File: config.mk
export PLATFORM = sky130hd
export DESIGN_NAME = sync_length_frame_crc_receiver_top
export DESIGN_NICKNAME = d
export VERILOG_FILES = /design/src/hw/rtl/slcr_pkg.sv /design/src/hw/rtl/slcr_cfg.sv /design/src/hw/rtl/slcr_parser.sv /design/src/hw/rtl/sync_length_frame_crc_receiver_top.sv
export SDC_FILE = /design/constraint.sdc
export NUM_CORES = 1
export LEC_CHECK = 0
export CAP_MARGIN = 20
export CORE_ASPECT_RATIO = 1.1
export CORE_MARGIN = 2
export CORE_UTILIZATION = 42
export DETAILED_ROUTE_END_ITERATION = 6
export DONT_BUFFER_PORTS = 1
export HOLD_SLACK_MARGIN = 0.02
export SYNTH_ARGS = -nofsm -noshare
export SYNTH_HDL_FRONTEND = slang
export SYNTH_SLANG_ARGS = --single-unit
File: constraint.sdc
create_clock -name clk -period 3.3 [get_ports clk]
set_input_delay 0.66 -clock clk [delete_from_list [all_inputs] [get_ports clk]]
set_output_delay 0.66 -clock clk [all_outputs]
set_load 0.005 [all_outputs]
File: src/hw/rtl/slcr_pkg.sv
`timescale 1ns / 1ps
`default_nettype none

package slcr_pkg;

  localparam logic [7:0] START_BYTE = 8'h02;

  localparam logic [1:0] KIND_DATA = 2'd0;
  localparam logic [1:0] KIND_GOOD = 2'd1;
  localparam logic [1:0] KIND_BAD  = 2'd2;
  localparam logic [1:0] KIND_DROP = 2'd3;

  localparam int unsigned CFG_IDX_W = 2;
  localparam logic [CFG_IDX_W-1:0] CFG_POLY    = 2'd0;
  localparam logic [CFG_IDX_W-1:0] CFG_MAX_LEN = 2'd1;
  localparam logic [CFG_IDX_W-1:0] CFG_ADDR    = 2'd2;

  localparam logic [15:0] POLY_RESET    = 16'h8005;
  localparam logic [15:0] MAX_LEN_RESET = 16'd812;
  localparam logic [7:0]  ADDR_RESET    = 8'h80;

  typedef struct packed {
    logic [15:0] poly;
    logic [15:0] max_len;
    logic [7:0]  addr;
  } cfg_t;

  // one shift/xor step; the previous covered byte rides in the upper half
  function automatic logic [15:0] crc_step(input logic [15:0] crc,
                                           input logic [15:0] poly,
                                           input logic [7:0]  prev,
                                           input logic [7:0]  b);
    logic [15:0] c;
    begin
      c = {crc[14:0], 1'b0};
      if (crc[15]) begin
        c = c ^ poly;
      end
      crc_step = c ^ {prev, b};
    end
  endfunction

endpackage

`default_nettype wire

File: src/hw/rtl/slcr_cfg.sv
`timescale 1ns / 1ps
`default_nettype none

module slcr_cfg (
  input  wire logic                           clk,
  input  wire logic                           rst,
  input  wire logic                           cfg_we,
  input  wire logic [slcr_pkg::CFG_IDX_W-1:0] cfg_index,
  input  wire logic [15:0]                    cfg_data,
  output slcr_pkg::cfg_t                      cfg
);
  import slcr_pkg::*;

  cfg_t regs;

  always_ff @(posedge clk) begin
    if (rst) begin
      regs.poly    <= POLY_RESET;
      regs.max_len <= MAX_LEN_RESET;
      regs.addr    <= ADDR_RESET;
    end else if (cfg_we) begin
      unique case (cfg_index)
        CFG_POLY:    regs.poly    <= cfg_data;
        CFG_MAX_LEN: regs.max_len <= cfg_data;
        CFG_ADDR:    regs.addr    <= cfg_data[7:0];
        default:     ;
      endcase
    end
  end

  assign cfg = regs;

endmodule

`default_nettype wire

File: src/hw/rtl/slcr_parser.sv
`timescale 1ns / 1ps
`default_nettype none

module slcr_parser (
  input  wire logic           clk,
  input  wire logic           rst,
  input  slcr_pkg::cfg_t      cfg,
  input  wire logic           byte_valid,
  input  wire logic [7:0]     byte_in,
  output logic                advance,
  output logic                out_valid,
  input  wire logic           out_stall,
  output logic [1:0]          out_kind,
  output logic [7:0]          out_byte,
  output logic                frame_last,
  output logic [15:0]         frame_length,
  output logic [15:0]         computed_crc,
  output logic [15:0]         received_crc
);
  import slcr_pkg::*;

  typedef enum logic [2:0] {
    PH_HUNT    = 3'd0,
    PH_LEN_LO  = 3'd1,
    PH_LEN_HI  = 3'd2,
    PH_PAYLOAD = 3'd3,
    PH_CRC_LO  = 3'd4,
    PH_CRC_HI  = 3'd5
  } phase_t;

  phase_t      phase, phase_next;
  logic [7:0]  last_seen, last_seen_next;
  logic [15:0] plen, plen_next;
  logic [15:0] remaining, remaining_next;
  logic [15:0] crc, crc_next;
  logic [7:0]  prev, prev_next;
  logic [7:0]  trail_lo, trail_lo_next;

  logic        emit;
  logic [1:0]  kind;
  logic [7:0]  data_byte;
  logic [15:0] len_word;
  logic [15:0] crc_taken;
  logic [15:0] crc_sync;
  logic [15:0] recv_word;
  logic        take;

  assign advance = !out_valid || !out_stall;
  assign take    = byte_valid && advance;

  assign crc_taken = crc_step(crc, cfg.poly, prev, byte_in);
  // start byte taken from a zero crc, then the address byte
  assign crc_sync  = crc_step(crc_step(16'h0000, cfg.poly, 8'h00, START_BYTE),
                              cfg.poly, START_BYTE, byte_in);
  assign len_word  = {byte_in, plen[7:0]};
  assign recv_word = {byte_in, trail_lo};

  always_comb begin
    phase_next     = phase;
    last_seen_next = last_seen;
    plen_next      = plen;
    remaining_next = remaining;
    crc_next       = crc;
    prev_next      = prev;
    trail_lo_next  = trail_lo;
    emit           = 1'b0;
    kind           = KIND_DATA;
    data_byte      = 8'h00;
    unique case (phase)
      PH_LEN_LO: begin
        crc_next   = crc_taken;
        prev_next  = byte_in;
        plen_next  = {8'h00, byte_in};
        phase_next = PH_LEN_HI;
      end
      PH_LEN_HI: begin
        crc_next  = crc_taken;
        prev_next = byte_in;
        plen_next = len_word;
        if (len_word > cfg.max_len) begin
          emit           = 1'b1;
          kind           = KIND_DROP;
          phase_next     = PH_HUNT;
          last_seen_next = 8'h00;
        end else begin
          remaining_next = len_word;
          phase_next     = (len_word == 16'h0000) ? PH_CRC_LO : PH_PAYLOAD;
        end
      end
      PH_PAYLOAD: begin
        crc_next       = crc_taken;
        prev_next      = byte_in;
        remaining_next = remaining - 16'd1;
        if (remaining == 16'd1) begin
          phase_next = PH_CRC_LO;
        end
        emit      = 1'b1;
        kind      = KIND_DATA;
        data_byte = byte_in;
      end
      PH_CRC_LO: begin
        trail_lo_next = byte_in;
        phase_next    = PH_CRC_HI;
      end
      PH_CRC_HI: begin
        emit           = 1'b1;
        kind           = (recv_word == crc) ? KIND_GOOD : KIND_BAD;
        phase_next     = PH_HUNT;
        last_seen_next = 8'h00;
      end
      default: begin
        if (last_seen == START_BYTE && byte_in == cfg.addr) begin
          crc_next       = crc_sync;
          prev_next      = byte_in;
          plen_next      = 16'h0000;
          remaining_next = 16'h0000;
          phase_next     = PH_LEN_LO;
        end else begin
          phase_next = PH_HUNT;
        end
        last_seen_next = byte_in;
      end
    endcase
  end

  always_ff @(posedge clk) begin
    if (rst) begin
      phase     <= PH_HUNT;
      last_seen <= 8'h00;
      out_valid <= 1'b0;
    end else begin
      if (take) begin
        phase     <= phase_next;
        last_seen <= last_seen_next;
      end
      if (advance) begin
        out_valid <= take && emit;
      end
    end
  end

  always_ff @(posedge clk) begin
    if (take) begin
      plen      <= plen_next;
      remaining <= remaining_next;
      crc       <= crc_next;
      prev      <= prev_next;
      trail_lo  <= trail_lo_next;
    end
    if (take && emit) begin
      out_kind     <= kind;
      out_byte     <= data_byte;
      frame_last   <= (kind != KIND_DATA);
      frame_length <= plen_next;
      computed_crc <= (kind == KIND_GOOD || kind == KIND_BAD) ? crc : 16'h0000;
      received_crc <= (kind == KIND_GOOD || kind == KIND_BAD) ? recv_word : 16'h0000;
    end
  end

  a_end_to_hunt: assert property (@(posedge clk) disable iff (rst)
    (take && emit && kind != KIND_DATA) |=> (phase == PH_HUNT && last_seen == 8'h00))
    else $error("frame end did not return to hunting");

  a_payload_count: assert property (@(posedge clk) disable iff (rst)
    (phase == PH_PAYLOAD) |-> (remaining != 16'h0000))
    else $error("payload phase with no bytes remaining");

  a_good_match: assert property (@(posedge clk) disable iff (rst)
    (out_valid && out_kind == KIND_GOOD) |-> (computed_crc == received_crc))
    else $error("good frame with mismatched checksum");

  a_data_fields: assert property (@(posedge clk) disable iff (rst)
    (out_valid && out_kind == KIND_DATA) |-> (!frame_last && computed_crc == 16'h0000))
    else $error("payload beat carries status fields");

  a_drop_len: assert property (@(posedge clk) disable iff (rst)
    (out_valid && out_kind == KIND_DROP) |-> (frame_length > 16'h0000))
    else $error("drop reported for empty length");

endmodule

`default_nettype wire

File: src/hw/rtl/sync_length_frame_crc_receiver_top.sv
// Channel  Handshake           Payload
// in       in_valid/in_stall   rx_byte
// out      out_valid/out_stall out_kind out_byte frame_last frame_length
//                              computed_crc received_crc
// cfg      cfg_we              cfg_index cfg_data (0 poly, 1 max payload, 2 address)
//
// One byte per cycle unless out_stall holds the output; a result is registered in
// the cycle after the parser takes its byte: input register, parse/CRC, output register.
// rst is synchronous; hunting restarts and the registers return to 0x8005/812/0x80.
// in_stall rises only when the input register holds a beat and the output register
// is full and stalled.
`timescale 1ns / 1ps
`default_nettype none

module sync_length_frame_crc_receiver_top (
  input  wire logic                           clk,
  input  wire logic                           rst,
  input  wire logic                           in_valid,
  output logic                                in_stall,
  input  wire logic [7:0]                     rx_byte,
  output logic                                out_valid,
  input  wire logic                           out_stall,
  output logic [1:0]                          out_kind,
  output logic [7:0]                          out_byte,
  output logic                                frame_last,
  output logic [15:0]                         frame_length,
  output logic [15:0]                         computed_crc,
  output logic [15:0]                         received_crc,
  input  wire logic                           cfg_we,
  input  wire logic [slcr_pkg::CFG_IDX_W-1:0] cfg_index,
  input  wire logic [15:0]                    cfg_data
);
  import slcr_pkg::*;

  cfg_t       cfg;
  logic       hold_valid;
  logic [7:0] hold_byte;
  logic       advance;

  assign in_stall = hold_valid && !advance;

  always_ff @(posedge clk) begin
    if (rst) begin
      hold_valid <= 1'b0;
    end else if (!in_stall) begin
      hold_valid <= in_valid;
    end
  end

  always_ff @(posedge clk) begin
    if (!in_stall && in_valid) begin
      hold_byte <= rx_byte;
    end
  end

  slcr_cfg u_cfg (
    .clk       (clk),
    .rst       (rst),
    .cfg_we    (cfg_we),
    .cfg_index (cfg_index),
    .cfg_data  (cfg_data),
    .cfg       (cfg)
  );

  slcr_parser u_parser (
    .clk          (clk),
    .rst          (rst),
    .cfg          (cfg),
    .byte_valid   (hold_valid),
    .byte_in      (hold_byte),
    .advance      (advance),
    .out_valid    (out_valid),
    .out_stall    (out_stall),
    .out_kind     (out_kind),
    .out_byte     (out_byte),
    .frame_last   (frame_last),
    .frame_length (frame_length),
    .computed_crc (computed_crc),
    .received_crc (received_crc)
  );

endmodule

`default_nettype wire
* Yosys cells after proc, flatten, opt, wreduce, memory -nomap -nowiden
Index checks and enable logic that the tools add are counted.
** Storage, ports and cells
- Register bits after elaboration :: 184
- Output and inout bits :: 61
- Input port bits :: 31
** Cells by class
- Add/subtract/negate cells :: 1
- Reduce and logical (&&, ||, !) cells :: 30
- Bitwise operators :: 6
- Magnitude comparators :: 1
- Equality and inequality tests :: 16
- Multiplexer cells :: 22
** Operators with widths (number)
- $pmux 16 s3 :: 2
- $mux 16 :: 5
- $pmux 16 s2 :: 1
- $xor 16x16->16 :: 2
- $pmux 8 s3 :: 1
- $eq 16x1->1 const B :: 1
- $eq 16x16->1 :: 1
- $gt 16x16->1 :: 1
- $logic_not 16->1 :: 1
- $mux 8 :: 2
- $pmux 8 s2 :: 1
- $sub 16x1->16 const B :: 1
- $pmux 3 s5 :: 1
- $reduce_or 3->1 :: 4
- $reduce_and 2->1 :: 5
- $mux 3 :: 3
- $eq 8x2->1 const B :: 1
- $eq 8x8->1 :: 1
- $eq 3x2->1 const B :: 2
- $eq 3x3->1 const B :: 2
- $reduce_and 3->1 :: 2
- $logic_and 1x1->1 :: 5
- $eq 2x1->1 const B :: 2
- $eq 2x2->1 const B :: 2
- other kinds (15) :: 27

* Longest topological paths before layout
Gate-level depths: netlist of the first run.
- Word-level depth :: 6
- Gate-level depth with buffers :: 11
- Gate-level depth less buffers :: 10

* By module
A second synthesis of the first run with hierarchy kept.
** Unflattened totals
- Cell total of the unflattened synthesis :: 694
- Area, all modules :: 8483.1 µm²
** By module, submodules not included
- slcr_parser :: instances 1, cells each 522, seq. area each 3933.8 µm², area an instance 6532.5 µm²
- slcr_cfg :: instances 1, cells each 160, seq. area each 800.8 µm², area an instance 1660.3 µm²
- sync_length_frame_crc_receiver_top :: instances 1, cells each 12, seq. area each 260.2 µm², area an instance 290.3 µm²

* Worst setup path after synthesis of the first run
Ideal clock, no wire load.
- Kind :: flip-flop to flip-flop
- Start point :: register hold_byte[7]
- End point :: register u_parser.computed_crc[0], enable pin
- Data required time :: 2.879 ns
- Slack :: -0.308 ns
- Arrival time :: 3.187 ns
- Period minus slack after synthesis :: 3.608 ns
- Stages on the path, launching flop included :: 8
- Path buffers :: 0
- Cells stage by stage :: edfxtp_1 > ha_1 > nand4_1 > nor4_1 > a21boi_0 > o31ai_4 > a21oi_1 > o21a_1
** Between the ends
- Longest elaborated chain between the ends :: 4
** Ends and longest elaborated chain
- start, declared :: RTL line sync_length_frame_crc_receiver_top.sv:37 : logic [7:0] hold_byte;
- start signal, assigned :: RTL line sync_length_frame_crc_receiver_top.sv:52 : hold_byte <= rx_byte;
- $gt 16x16->1 :: RTL line slcr_parser.sv:80 : if (len_word > cfg.max_len) begin
- $mux 1 :: RTL line slcr_parser.sv:80
- $pmux 1 s2 :: RTL line slcr_parser.sv:69 : unique case (phase)
- $logic_and 1x1->1 :: RTL line slcr_parser.sv:150 : if (take && emit) begin
- end signal, assigned :: RTL line slcr_parser.sv:155 : computed_crc <= (kind == KIND_GOOD || kind == KIND_BAD) ? crc : 16'h0000;
- end, declared :: RTL line slcr_parser.sv:17 : output logic [15:0] computed_crc,
No other way between the ends.
A chain may end at the register's enable or synchronous reset.

* Final worst setup path of the first run
- Start point :: register hold_byte[7]
- End point :: register u_parser.received_crc[6], enable pin
** Between the ends
- Longest elaborated chain between the ends :: 4
** Ends and longest elaborated chain
- $gt 16x16->1 :: RTL line slcr_parser.sv:80
- $mux 1 :: RTL line slcr_parser.sv:80
- $pmux 1 s2 :: RTL line slcr_parser.sv:69
- $logic_and 1x1->1 :: RTL line slcr_parser.sv:150
- end signal, assigned :: RTL line slcr_parser.sv:156 : received_crc <= (kind == KIND_GOOD || kind == KIND_BAD) ? recv_word : 16'h0000;
- end, declared :: RTL line slcr_parser.sv:18 : output logic [15:0] received_crc
No other way between the ends.

==> results by group, run 1 <==
CTS
  – Post-CTS setup buffers: 0
  – Total CTS buffers: 17
  – H-tree Lvls: 4
  – Clk pin slew, worst setup/hold paths: 0.07 ns
  – Clock Sinks: about 180
  – Clk root buf: clkbuf_16
  – Worst-Skew Late Latency: 0.44 ns
  – Bufs on Longest Clock Path: 2
  – CTS tree: done

Setup path
  – Slowest cell on the critical path: edfxtp_1
  – Flop-to-flop setup slack: roughly 0.28 ns
  – Crit Path Max Fanout: 51
  – Crit path max-delay family: compound AO/OA/AOI/OAI gates
  – Worst EP arrival: ~3.1 ns
  – RR Endpoint: u_parser.received_crc[6]
  – RR Startpoint: hold_byte[7]
  – Worst Path Required: around 3.4 ns
  – Buf+Inv Stages, Crit Path: 2
  – Setup crit end kind: flip-flop
  – Worst stage delay on the critical path: around 0.40 ns
  – Critical Path Source Type: flip-flop
  – CP Depth: 9
  – Reg2Reg Depth: 9
  – CP Class: reg2reg
  – Worst path cell trace: ha_1 -> nand4_1 -> nor4_2 -> a21boi_1 -> o31ai_4 -> buf_4 -> a21oi_1 -> o21a_2 -> buf_12

Synthesis
  – Post-synthesis sequential area ratio: 0.615
  – Synth Instances: a little under 700
  – Cell Area, Synth: 8120 sq um
  – Post-Syn Nets: 746
  – Synthesis warning total: 0
  – #FFs+latches synth: 184
  – Synth unique cells: 54
  – Syn avg cell area: about 12 sq um
  – Primary FF master, synth: edfxtp_1
  – EDFF count, synth: between 100 and 150
  – Asr flop ratio synth: 0

Placed design
  – Pre-CTS WS: -0.170 ns
  – Placed insts: 930
  – RePlAce Congestion: 0.852
  – Dpl hpwl: 12800 microns
  – Port bufs: 0

Timing
  – Hold violation total from the final report: 0
  – Max Slew Vio Count: 0
  – Worst slew pin tran: roughly 1.1 ns
  – FMAX: about 330 MHz
  – RSZ-0062 raised after global routing: false
  – Final min period: 3.02 ns
  – Worst slew margin: 0.279
  – Final WS setup: around 0.28 ns
  – Skew final: approximately 0.014 ns
  – Final setup fails: 0
  – Fin crit share: 0.914

Die
  – Die Ht: 150 microns
  – Die ar.: 20500 sq um
  – Io pins: 92
  – # rows: 53
  – Die width: between 100 and 150 microns
  – Initial Utilization: 0.427
  – Core ar.: 19000 sq um

Final layout
  – Commonest non-fill, non-tap cell in the layout: edfxtp_1
  – Most frequent cells in the layout: edfxtp_1 (131), nand2_1 (98), dfxtp_1 (53)
  – Diodes inserted: 0
  – Layout area overhead: 11.3%
  – Final #Nets: 752
  – Share of layout cells above drive strength 1: 0.0923
  – Fillcell total: 1696
  – Cell Count, Final, Fillers Out: just under 1000

Power and ir drop
  – Pwr/cell area: a little over 500 nW/um^2
  – Max IR drop VDD: 0.375 mV
  – PnR Total Power: 0.00469 W
  – Pleak: 3.08 nW

Hold path
  – Hold path startpoint: rst
  – Hold Path Sink: u_parser.phase[1]
  – Hold depth: 1
  – Worst hold path class: in2reg

Global route
  – Vias in the first global route: between 5000 and 6000
  – Total track usage: 0.192
  – GR Overflow Total: 0
  – Antenna violations before repair: 0
  – Largest net degree at the start of global routing: 52
  – Global-route wire length before repair: between 20000 and 30000 microns

Run status
  – Status: complete, no violations

Routing
  – Drt total wl: roughly 19000 microns
  – Drt pass-1 iters: 5
  – # DRC: 0
  – DR vias: 5285
  – Wire length per cell: 19.7 microns
  – Initial DRC count: 500
  – Routed Antenna Nets: 0
  – Number of vias per cell: ~5.5

Job
  – Max-Cap Viols: 0
## report_power, final
group | switching, W | internal, W
sequential | 0.0000234 | 0.00250
clock | 0.000905 | 0.00104
combinational | 0.000142 | 0.0000881
## layout make-up
| cell class | count | area, sq um | area share |
|---|---|---|---|
| timing repair buffer | 22 | 178 | 0.0197 |
| clock buffer | 19 | 464 | 0.0513 |
| tap | 247 | 309 | 0.0342 |
| inverter | 23 | 86.3 | 0.00955 |
| multi-input combinational | 454 | 2920 | 0.323 |
| clock inverter | 13 | 88.8 | 0.00983 |
| sequential | 184 | 4990 | 0.553 |
## through the flow
stage,util,TNS (ns),instance area (sq um),hold slack [ns]
2_1_floorplan,-,0,8130,0.434
3_3_place_gp,0.445,-1.08,8460,0.440
3_5_place_dp,0.445,-5.07,8460,0.444
4_1_cts,0.474,0,9020,0.287
5_1_grt,0.475,0,9040,0.290
6_report,0.475,0,9040,0.305
## routing by layer
metal / GRT usage / part of all wire / wire [microns]
met3: 0.0488 / 0.057 / 1090
met5: 0 / 0 / 0
met2: 0.298 / 0.48 / 9020
met4: 0.0641 / 0.016 / 310
met1: 0.261 / 0.45 / 8550
## Yosys cell counts (2+ instances only)
cell type | instances | area [sq um]
xor2_1 | 22 | 193
a21oi_1 | 38 | 190
xnor2_1 | 46 | 403
nor4_1 | 15 | 93.8
a211oi_1 | 10 | 75.1
nand4_1 | 7 | 43.8
a21o_1 | 4 | 30.0
buf_4 | 2 | 15.0
o21ai_1 | 2 | 10.0
mux2i_1 | 7 | 70.1
a22o_1 | 24 | 210
nand3b_1 | 7 | 52.6
dfxtp_1 | 53 | 1060
nor3_1 | 11 | 55.1
buf_2 | 8 | 40.0
edfxtp_1 | 131 | 3930
nor2b_1 | 4 | 25.0
inv_1 | 23 | 86.3
and3_1 | 3 | 18.8
o21a_1 | 2 | 15.0
nand3_1 | 2 | 10.0
and4_1 | 2 | 17.5
ha_1 | 19 | 238
o21ai_0 | 8 | 40.0
buf_1 | 2 | 7.51
or2_2 | 2 | 12.5
nand2b_1 | 3 | 18.8
and2_1 | 41 | 257
nor2_1 | 49 | 184
nand2_1 | 98 | 368
clkbuf_1 | 23 | 86.3
a211o_1 | 6 | 52.6
## kinds of logic after synthesis
logic type	share of synthesized area
AO/OA/AOI/OAI	0.0924
XOR/XNOR	0.0733
adder cells (fa/ha/maj)	0.0293
buffers and inverters	0.0290
flip-flops	0.615
multiplexers	0.00863
AND/OR/NAND/NOR	0.153
## how the worst max path moves through the flow
stage | startpoint | end
finish | hold_byte[7] | u_parser.received_crc[6]
floorplan | hold_byte[5] | u_parser.remaining[0]
detailed placement | hold_byte[6] | u_parser.computed_crc[5]
global route | hold_byte[7] | u_parser.computed_crc[6]
CTS | hold_byte[6] | u_parser.received_crc[1]
global placement | hold_byte[7] | u_parser.computed_crc[3]
## registers in the layout, summed over array words and instances (netlist names), 2 cells and up
name and count:
u_parser.remaining 16, hold_byte 8, u_parser.received_crc 16, u_parser.last_seen 8, u_parser.trail_lo 8, u_parser.crc 16
u_parser.phase 3, u_cfg.cfg 40, u_parser.computed_crc 16, u_parser.prev 8, u_parser.out_byte 8, u_parser.out_kind 2
u_parser.plen 16, u_parser.frame_length 16
## repair_timing
| item | 4_1_cts | 5_1_grt |
|---|---|---|
| gates resized for setup | 1 | 4 |
| hold buffers | 0 | 0 |
| setup endpoints to repair | 32 | 83 |
Power figures use the tool's default switching activity.
==> inputs of run 2 (changes only) <==
--- a/config.mk
+++ b/config.mk
@@ -12,6 +12,7 @@
 export DETAILED_ROUTE_END_ITERATION = 6
 export DONT_BUFFER_PORTS = 1
 export HOLD_SLACK_MARGIN = 0.02
+export PLACE_DENSITY = 0.56
 export SYNTH_ARGS = -nofsm -noshare
 export SYNTH_HDL_FRONTEND = slang
 export SYNTH_SLANG_ARGS = --single-unit
==> run 2 against run 1 <==
  * Clock power is 7% higher
  * Sequential share of layout area is 0.31 points lower
  * Worst hold slack worse by 0.011 ns
  * Core utilization is 0.27 points higher
  * Global-route usage is 0.34 points higher
  * Die area stayed put
  * Critical path type unchanged
==> results by group, run 2 (synthesized netlist as in run 1, its figures left out) <==
CTS
  – Worst-Skew Late Latency: 0.44 ns (about the same)
  – CTS tree: done
  – Clk root buf: clkbuf_16
  – Bufs on Longest Clock Path: 2 (unchanged)
  – Clock Sinks: 184 (unchanged)
  – H-tree Lvls: 4 (unchanged)
  – Clk pin slew, worst setup/hold paths: 0.07 ns (about the same)
  – Post-CTS setup buffers: 0 (unchanged)
  – Hold Buf Count CTS: 0 (unchanged)
  – Total CTS buffers: 17 (unchanged)

Die
  – Core ar.: 19000 sq um (unchanged)
  – Initial Utilization: 0.427 (unchanged)
  – Die Ht: 150 microns (unchanged)
  – Io pins: 92 (unchanged)
  – Die width: 137 microns (unchanged)
  – # rows: 53 (unchanged)
  – Die ar.: 20500 sq um (unchanged)

Final layout
  – Final Instance Area: 9090 sq um (+0.57%)
  – Layout area overhead: 11.9%
  – Commonest non-fill, non-tap cell in the layout: edfxtp_1
  – Max FFs per register: 40 (unchanged)
  – Area of the multi-input gates: 2910 sq um (-0.21%)
  – Fillcell total: 1711 (+0.88%)
  – Seq. cell area: 4990 sq um (unchanged)
  – Fin util: 0.478 (+0.00270)
  – Final #Nets: 753 (+0.13%)
  – Most frequent cells in the layout: edfxtp_1 (131), nand2_1 (98), dfxtp_1 (53)
  – Share of layout cells above drive strength 1: 0.0936 (+0.00127)
  – Diodes inserted: 0 (unchanged)

Global route
  – GR Overflow Total: 0 (unchanged)
  – Met1 Usage GRT: 0.258 (-0.00326)
  – Global-route wire length before repair: 29800 microns (+1.5%)
  – Antenna violations before repair: 0 (unchanged)
  – Total track usage: 0.195 (+0.00342)
  – Global-route met2 utilization: 0.306 (+0.00775)
  – Largest net degree at the start of global routing: 52 (unchanged)
  – M3 GR Usage: 0.0512 (+0.00237)
  – Busiest layer in global routing: met2
  – Vias in the first global route: 5258 (+2.3%)

Setup path
  – Critical Path Source Type: flip-flop
  – Setup crit end kind: flip-flop
  – Buf+Inv Stages, Crit Path: 0 (-2)
  – Worst path cell trace: ha_1 -> nand4_1 -> nor4_1 -> a21boi_0 -> o31ai_4 -> nor3_2 -> a21oi_1 -> ha_4 -> and2_1
  – Worst EP arrival: 3.18 ns (+0.05 ns)
  – Crit Path Max Fanout: 32 (-37%)
  – Worst stage delay on the critical path: 0.43 ns (+0.03 ns)
  – CP Class: reg2reg
  – Worst Path Required: 3.49 ns (+0.07 ns)
  – Crit path max-delay family: simple AND/OR/NAND/NOR gates
  – Slowest cell on the critical path: nor4_1

Placed design
  – Port bufs: 0 (unchanged)
  – RePlAce Congestion: 0.785 (-7.9%)
  – Placed cell area: 8470 sq um (about the same)
  – Dpl hpwl: 13000 microns (+1.4%)

Power and ir drop
  – Max IR drop VDD: 0.375 mV (about the same)
  – Pwr/cell area: 531 nW/um^2 (+2.4%)
  – Pleak: 3.10 nW (+0.78%)
  – PnR Total Power: 0.00483 W (+3.0%)

Routing
  – Routed Antenna Nets: 0 (unchanged)
  – Wire length per cell: 19.9 microns (+0.69%)
  – Number of vias per cell: 5.39 (-1.9%)
  – # DRC: 0 (unchanged)
  – Drt pass-1 iters: 4 (-1)
  – Drt total wl: 19100 microns (+0.79%)
  – Initial DRC count: 344 (-31%)
  – DR vias: 5190 (-1.8%)

Timing
  – Hold violation total from the final report: 0 (unchanged)
  – Final min period: 2.99 ns (-0.0250 ns)
  – Max Slew Vio Count: 0 (unchanged)
  – Worst slew pin tran: 1.02 ns (-0.0615 ns)
  – Fin crit share: 0.907 (-0.00759)
  – Final setup fails: 0 (unchanged)
  – Worst slew margin: 0.320 (+0.0411)
  – Skew final: 0.0107 ns (-0.00285 ns)
  – RSZ-0062 raised after global routing: false
  – FMAX: 334 MHz (+0.84%)

Job
  – Max-Cap Viols: 0 (unchanged)

Hold path
  – Worst hold path class: in2reg

Run status
  – Status: complete, no violations
[run 2: layout make-up]
| cell class | count | area share |
|---|---|---|
| Tap cell | 247 | 0.0340 |
| Clock buffer | 24 | 0.0579 |
| Clock inverter | 8 | 0.00840 |
| Inverter | 23 | 0.00950 |
| Sequential cell | 184 | 0.549 |
| Timing Repair Buffer | 23 | 0.0204 |
| Multi-Input combinational cell | 454 | 0.320 |
[run 2: worst paths after layout]
| check | startpoint | endpoint | slack, ns | depth (start not counted) |
|---|---|---|---|---|
| worst max-delay path | hold_byte[7] | u_parser.computed_crc[12] | 0.31 | 9 |
| worst min-delay path | rst | u_parser.phase[0] | 0.29 | 1 |
| worst max register to register | hold_byte[7] | u_parser.computed_crc[12] | 0.31 | 9 |
| worst min register to register | u_cfg.cfg[15] | u_cfg.cfg[15] | 0.45 | 2 |
[run 2: per-layer routing]
layer  wire [microns]  share of wire
met1             8640           0.45
met2             8870           0.46
met3             1190          0.062
met4              427          0.022
met5                0              0
[run 2: where the power goes]
part           internal [W]  switching [W]
Combinational     0.0000880       0.000141
Clock               0.00120       0.000878
Sequential          0.00250      0.0000238
Total               0.00379        0.00104
[run 2: what timing repair did]
action,4_1_cts,5_1_grt
hold endpoints to repair,0,0
endpoints found under the setup margin,32,32
gates resized for setup,2,1
[run 2: per-stage QoR]
stage               hold slack, ns  TNS (ns)  worst slack, ns  cells
floorplan                    0.434         0            0.176    696
global placement             0.439     -1.87          -0.0600    931
detailed placement           0.444     -6.00           -0.209    931
CTS                          0.284         0            0.119    963
global route                 0.280         0          0.00857    963
finish                       0.293         0            0.308    963
[run 2: worst reg2reg max path: stages, from the launching register on]
cell	delay, ns
edfxtp_1	0.39
ha_1	0.33
nand4_1	0.21
nor4_1	0.43
a21boi_0	0.36
o31ai_4	0.10
nor3_2	0.24
a21oi_1	0.12
ha_4	0.35
and2_1	0.22
==> inputs of run 3 (changes only) <==
==> constraint.sdc (replaced) <==
create_clock -name clk -period 2.7 [get_ports clk]
set_input_delay 0.54 -clock clk [delete_from_list [all_inputs] [get_ports clk]]
set_output_delay 0.54 -clock clk [all_outputs]
set_load 0.005 [all_outputs]
==> run 3 against run 2 <==
  * The run now ends with setup timing left
  * Global-route usage up 0.31 points
  * Largest power group unchanged
  * Sequential share of layout area fell by 1.7 points
  * Via count rose by 1.7%
  * Die area did not move
  * Largest cell class unchanged
  * Cell area up 3.2%
==> results by group, run 3 (synthesized netlist as in run 1, its figures left out) <==
Placed design
  – Placed cell area: 8620 sq um (+1.7%)
  – Pre-CTS WS: -0.170 ns (+0.0391 ns)
  – Port bufs: 0 (unchanged)
  – RePlAce Congestion: 0.837 (+6.6%)
  – Dpl hpwl: 13300 microns (+2.4%)
  – Placed insts: 942 (+1.2%)

Routing
  – Wire length per cell: 20.3 microns (+2.3%)
  – DR vias: 5279 (+1.7%)
  – Highest metal used: met4
  – Drt total wl: 19900 microns (+4.0%)
  – Met3 Wirelength: 1150 microns (-3.3%)
  – Metal-1 WL: 8730 microns (+1.1%)
  – Routed Antenna Nets: 0 (unchanged)
  – Number of vias per cell: 5.39 (about the same)
  – Initial DRC count: 390 (+13%)
  – Drt pass-1 iters: 5 (+1)
  – Routed met2 length: 9600 microns (+8.3%)
  – # DRC: 0 (unchanged)

Final layout
  – Final Instance Area: 9390 sq um (+3.2%)
  – Layout area overhead: 15.5%
  – Diodes inserted: 0 (unchanged)
  – Most frequent cells in the layout: edfxtp_1 (131), nand2_1 (98), dfxtp_1 (53)
  – Max FFs per register: 40 (unchanged)
  – Share of layout cells above drive strength 1: 0.138 (+0.0444)
  – Cell Count, Final, Fillers Out: 979 (+1.7%)
  – Final #Nets: 770 (+2.3%)
  – Commonest non-fill, non-tap cell in the layout: edfxtp_1

Timing
  – Worst slew pin tran: 1.05 ns (+0.0362 ns)
  – Hold violation total from the final report: 0 (unchanged)
  – Max Slew Vio Count: 0 (unchanged)
  – RSZ-0062 raised after global routing: true
  – Fin crit share: 1.06 (+0.156)
  – FMAX: 348 MHz (+4.3%)
  – Final Hold Slack: 0.175 ns (-0.118 ns)
  – Final WS setup: -0.170 ns (-0.477 ns)
  – Worst slew margin: 0.296 (-0.0242)
  – Setup TNS: -13.75 ns (-13.75 ns)
  – Final setup fails: 107 (+107)
  – Final min period: 2.87 ns (-0.123 ns)
  – Skew final: 0.00750 ns (-0.00316 ns)

Power and ir drop
  – Pleak: 3.18 nW (+2.7%)
  – Max IR drop VDD: 0.452 mV (+20%)
  – Pwr/cell area: 621 nW/um^2 (+17%)

CTS
  – Bufs on Longest Clock Path: 2 (unchanged)
  – Clk pin slew, worst setup/hold paths: 0.07 ns (about the same)
  – Total CTS buffers: 17 (unchanged)
  – Clock Sinks: 184 (unchanged)
  – H-tree Lvls: 4 (unchanged)
  – Clk root buf: clkbuf_16
  – Worst-Skew Late Latency: 0.43 ns (about the same)
  – CTS tree: done
  – Hold Buf Count CTS: 0 (unchanged)

Die
  – Io pins: 92 (unchanged)
  – Die width: 137 microns (unchanged)
  – Initial Utilization: 0.427 (unchanged)
  – # rows: 53 (unchanged)
  – Die Ht: 150 microns (unchanged)
  – Die ar.: 20500 sq um (unchanged)
  – Core ar.: 19000 sq um (unchanged)

Run status
  – Status: finished, violations left
  – Failing checks: setup timing

Setup path
  – Worst Path Required: 2.89 ns (-0.60 ns)
  – Flop-to-flop setup slack: -0.17 ns (-0.48 ns)
  – CP Class: reg2reg
  – Slowest cell on the critical path: or4_4
  – Setup crit end kind: flip-flop
  – Worst stage delay on the critical path: 0.50 ns (+0.07 ns)
  – Worst path cell trace: ha_1 -> nand4_1 -> nor2_1 -> or4_4 -> o31ai_4 -> nor3_4 -> a21oi_2 -> ha_4 -> buf_6 -> and2_1
  – Crit Path Max Fanout: 10 (-69%)
  – Critical Path Source Type: flip-flop
  – Worst EP arrival: 3.06 ns (-0.12 ns)

Global route
  – Vias in the first global route: 5159 (-1.9%)
  – GR Overflow Total: 0 (unchanged)
  – Global-route wire length before repair: 30000 microns (+0.90%)
  – Largest net degree at the start of global routing: 51 (-1.9%)
  – Total track usage: 0.198 (+0.00305)
  – Antenna violations before repair: 0 (unchanged)

Job
  – Max-Cap Viols: 0 (unchanged)

Hold path
  – Worst hold path class: in2reg
-- run 3: per-stage QoR --
step,utilization,total power (W)
after floorplan,-,0.00333
after global placement,0.453,0.00342
after detailed placement,0.453,0.00343
after CTS,0.485,0.00584
after global routing,0.493,0.00600
final,0.493,0.00582
-- run 3: path summary, 6_finish.rpt --
check | from | end | cells past startpoint
max reg2reg | hold_byte[4] | u_parser.computed_crc[13] | 10
min reg2reg | u_cfg.cfg[12] | u_cfg.cfg[12] | 2
max | hold_byte[4] | u_parser.computed_crc[13] | 10
min | rst | u_parser.phase[0] | 1
-- run 3: area by class of cell --
type | count | area (sq um)
clock buffer | 19 | 433
clock inverter | 12 | 128
fill | 1679 | 9650
inverter | 23 | 86.3
multi-input combinational | 454 | 3040
sequential | 184 | 4990
tap | 247 | 309
timing repair buffer | 40 | 397
-- run 3: power by group --
| group | internal, W | switching, W | total, W |
|---|---|---|---|
| Combinational | 0.000124 | 0.000190 | 0.000314 |
| Clock | 0.00136 | 0.00107 | 0.00243 |
| Sequential | 0.00305 | 0.0000299 | 0.00308 |
-- run 3: repair_timing --
action / 4_1_cts / 5_1_grt
buffers inserted: 3 / 1
endpoints found under the hold margin: 0 / 0
setup endpoints to repair: 107 / 148
pin swaps: 1 / 5
gates resized for setup: 6 / 21
gates cloned: 0 / 3
-- run 3: worst max-delay path, delay by kind of cell, from the launching register on --
kind	cells	cell delay (ns)
flip-flops	1	0.41
AND/OR/NAND/NOR	5	0.99
buffers and inverters	1	0.14
adder cells (fa/ha/maj)	2	0.53
AO/OA/AOI/OAI	2	0.56
-- run 3: metal layers --
layer	vias to the layer above	track usage
met4	0	0.0714
met3	27	0.0471
met1	2583	0.263
li1	2512	-
met2	157	0.317
met5	-	0
